### config.mk
export PLATFORM = sky130hd
export DESIGN_NAME = prrp_ram
export DESIGN_NICKNAME = d
export VERILOG_FILES = /design/src/rtl/prrp_ram.sv
export SDC_FILE = /design/constraint.sdc
export NUM_CORES = 1
export LEC_CHECK = 0
export BUFFER_PORTS_ARGS = -buffer_cell sky130_fd_sc_hd__clkbuf_2
export CAP_MARGIN = 5
export CORE_UTILIZATION = 60
export DETAILED_ROUTE_END_ITERATION = 8
export HOLD_SLACK_MARGIN = 0.1
export PLACE_DENSITY = 0.8
export SLEW_MARGIN = 0
export SYNTH_ARGS = -nofsm -noshare
export SYNTH_HDL_FRONTEND = slang
export SYNTH_SLANG_ARGS = --single-unit
### constraint.sdc
create_clock -name clk -period 2 [get_ports clk]
set_input_delay 0.1 -clock clk [delete_from_list [all_inputs] [get_ports clk]]
set_output_delay 0.1 -clock clk [all_outputs]
set_load 0.05 [all_outputs]
### src/rtl/prrp_ram.sv
// Generic simple dual-port RAM with one write port and a registered read port.
module prrp_ram #(
    parameter int WIDTH = 8,
    parameter int DEPTH = 16
) (
    input  logic                     clk,
    input  logic                     we,
    input  logic [$clog2(DEPTH)-1:0] waddr,
    input  logic [WIDTH-1:0]         wdata,
    input  logic                     re,
    input  logic [$clog2(DEPTH)-1:0] raddr,
    output logic [WIDTH-1:0]         rdata
);

    logic [WIDTH-1:0] mem [DEPTH];

    // Write port
    always_ff @(posedge clk)
    begin
        if (we)
        begin
            mem[waddr] <= wdata;
        end
    end

    // Registered read port
    always_ff @(posedge clk)
    begin
        if (re)
        begin
            rdata <= mem[raddr];
        end
    end

endmodule

==> flow_metrics.py <==
metrics = {
    "status": {
        "status": "finished, final reports clean",
    },
    "timing": {
        "worstMarginPinSlew_ns": 0.673,
        "rsz0062_at_grt": "no",
        "final.period_utilization": 0.771,
        "fmax_ghz": 0.648,
        "final.setup.tns_ns": 0,
        "fin_skew_ns": 0.00644,
        "slew_violations": 0,
        "setup_viol": 0,
        "finalCriticalPeriod_ns": 1.54,
        "timing.slew.headroom": 0.550,
        "hold_violations": 0,
    },
    "logic_synthesis": {
        "synth_common_cells": "edfxtp_1, mux4_2, a22oi_1",
        "syn_inst": 229,
        "synth.avg_cell_area_um2": 22.8,
        "ys.flop_type": "edfxtp_1",
        "synth_cell_types": 18,
        "synth_top_area_cell": "edfxtp_1",
        "synth_nets": 248,
        "synth-edff-count": 136,
        "synth_fa_ha_area_frac": 0,
        "synth_top_area_frac": 0.781,
        "synth_area_mm2": 0.00523,
        "yosys.area_share.simple": 0.0314,
        "synth_most_common_cell": "edfxtp_1",
        "seq_area_frac_synth": 0.781,
        "synth_mux_area_frac": 0.148,
        "synth.area.top_cells": "edfxtp_1, mux4_2, mux4_1",
        "yosysWarnings": 0,
        "synthXorXnorAreaFrac": 0,
        "synth_compound_area_frac": 0.0230,
        "synth_top_family_by_area": "multiplexers",
        "ys_seq_elements": 136,
        "async_flop_share": 0,
    },
    "clocking": {
        "post-cts-setup-buffers": 0,
        "clockBufferDepth": 2,
        "hold_buffers": 9,
        "h-tree-depth": 4,
        "cts_sinks": 136,
        "clock-root-buffer": "clkbuf_8",
        "clock_latency_ns": 0.51,
        "cts_tree": "done",
        "cts-resized-gates": 0,
        "numCtsBuffers": 17,
        "clk_pin_slew_worst_paths_ns": 0.06,
    },
    "routing": {
        "wl_met1_mm": 3.96,
        "drc": 0,
        "vias": 2544,
        "met3_length_um": 678,
        "drt_first_pass_iters": 4,
        "wl_met2_mm": 4.87,
        "highest_layer": "met4",
        "drtAntennaViolNets": 0,
        "drtIter0Drc": 188,
        "post_drt_wl_per_cell_um": 23.6,
        "postRouteWirelength_mm": 9.71,
        "vias_per_cell": 6.19,
    },
    "pwr": {
        "ir_drop_mv": 0.797,
        "powerDensity_mw_per_mm2": 1050,
        "leakage_nw": 2.14,
    },
    "job": {
        "drv_cap": 0,
    },
    "worst_setup_path": {
        "critPathArrivalTime_ns": 1.79,
        "worstSetupEndpoint": "rdata[4]",
        "r2r_cells": 3,
        "worstSetupPathType": "reg2reg",
        "cp.required_ns": 2.25,
        "r2r-start": "mem[3][4]",
        "rrSetupSlack_ns": 0.46,
        "endpoint_kind": "register",
        "startpoint": "mem[3][4]",
        "cp-start-kind": "register",
        "r2r-end": "rdata[4]",
        "cp_max_fo": 1,
    },
    "final_layout": {
        "num_antenna_cells": 0,
        "synthToLayoutAreaGrowth_pct": 19.3,
        "seq_area_mm2": 0.00408,
        "multi_input_area_mm2": 0.00106,
        "drive_above_1_share": 0.307,
        "postLayoutCoreUtil": 0.748,
        "final_nets": 312,
        "fillers": 455,
    },
    "hold_path": {
        "hp-class": "in2reg",
    },
    "die": {
        "die_h_um": 95.3,
        "num_io_pins": 27,
        "die_w_um": 95.3,
        "initial_core_util": 0.627,
        "rows": 33,
        "die_area_mm2": 0.00909,
        "core_area_mm2": 0.00834,
    },
    "grt": {
        "grt_pass1_vias": 2613,
        "grt_start_max_net_pins": 33,
        "antenna_found_initial": 0,
        "grtUsageTotal": 0.246,
        "grt_pass1_wl_mm": 14.9,
        "grt_overflow_total": 0,
    },
    "placement": {
        "dp_hpwl_mm": 5.94,
        "gp_congestion": 0.756,
        "io_buffers": 26,
    },
}
worst max-delay path, cell delays in order (launching register included):
cell and delay, ns:
edfxtp_1 0.40, mux4_2 0.49, a22oi_1 0.30, nand2_1 0.10
logic make-up (layout without fill, tap and decap cells):
family,after synthesis,after routing
compound gates,16,16
buf+inv,10,87
flops,136,136
mux,32,32
simple gates,35,35
routing by layer:
metal / global-route usage / vias up
li1: - / 1114
met1: 0.336 / 1284
met2: 0.380 / 125
met3: 0.0726 / 21
met4: 0.0960 / 0
met5: 0 / -
state kept, by name, indices dropped and copies added (netlist names):
name and count:
rdata 8, mem 128
stage by stage:
| step | hold WS, ns | instance area (µm²) | std cells | worst slack [ns] | power [mW] |
|---|---|---|---|---|---|
| 2_1_floorplan | 0.199 | 5230 | 229 | 0.407 | 3.49 |
| 3_3_place_gp | 0.490 | 5580 | 370 | 0.321 | 3.61 |
| 3_5_place_dp | 0.526 | 5580 | 370 | 0.293 | 3.63 |
| 4_1_cts | 0.133 | 6230 | 411 | 0.448 | 6.55 |
| 5_1_grt | 0.158 | 6230 | 411 | 0.390 | 6.72 |
| 6_report | 0.154 | 6230 | 411 | 0.458 | 6.52 |
area by class of cell:
cell class,instances,area share
flip-flops and latches,136,0.655
multi-input cells,83,0.170
clock buffers,19,0.0676
repair buffers,55,0.0634
clock inverters,13,0.0233
well taps,105,0.0211
worst min path at each step:
stage,cells after the start,to,slack (ns),from
after floorplan,0,mem[0][0],0.20,wdata[0]
after global placement,1,mem[7][6],0.49,wdata[6]
after detailed placement,1,mem[6][0],0.53,wdata[0]
after CTS,3,mem[4][1],0.13,waddr[0]
after global routing,3,mem[4][0],0.16,waddr[0]
final,3,mem[4][1],0.15,waddr[0]
where the power goes:
part	internal [mW]	switching, mW	leakage (nW)
Combinational	0.137	0.215	0.631
Clock	1.79	1.15	0.272
Sequential	3.21	0.0181	1.24
Total	5.14	1.38	2.14
placed cells by master (no fill, tap or decap), types with 2 or more instances in the layout:
cell / n
nand2_1: 9
nor3_1: 4
buf_4: 18
nand2b_1: 2
mux4_2: 18
inv_6: 5
clkinvlp_4: 2
nor2_1: 13
edfxtp_1: 136
buf_12: 2
clkinv_4: 2
dlygate4sd3_1: 9
nand3b_1: 2
clkbuf_1: 2
clkbuf_2: 26
mux4_1: 14
a22oi_1: 16
clkbuf_16: 16
bufinv_16: 2
(Power assumes the default switching activity.)
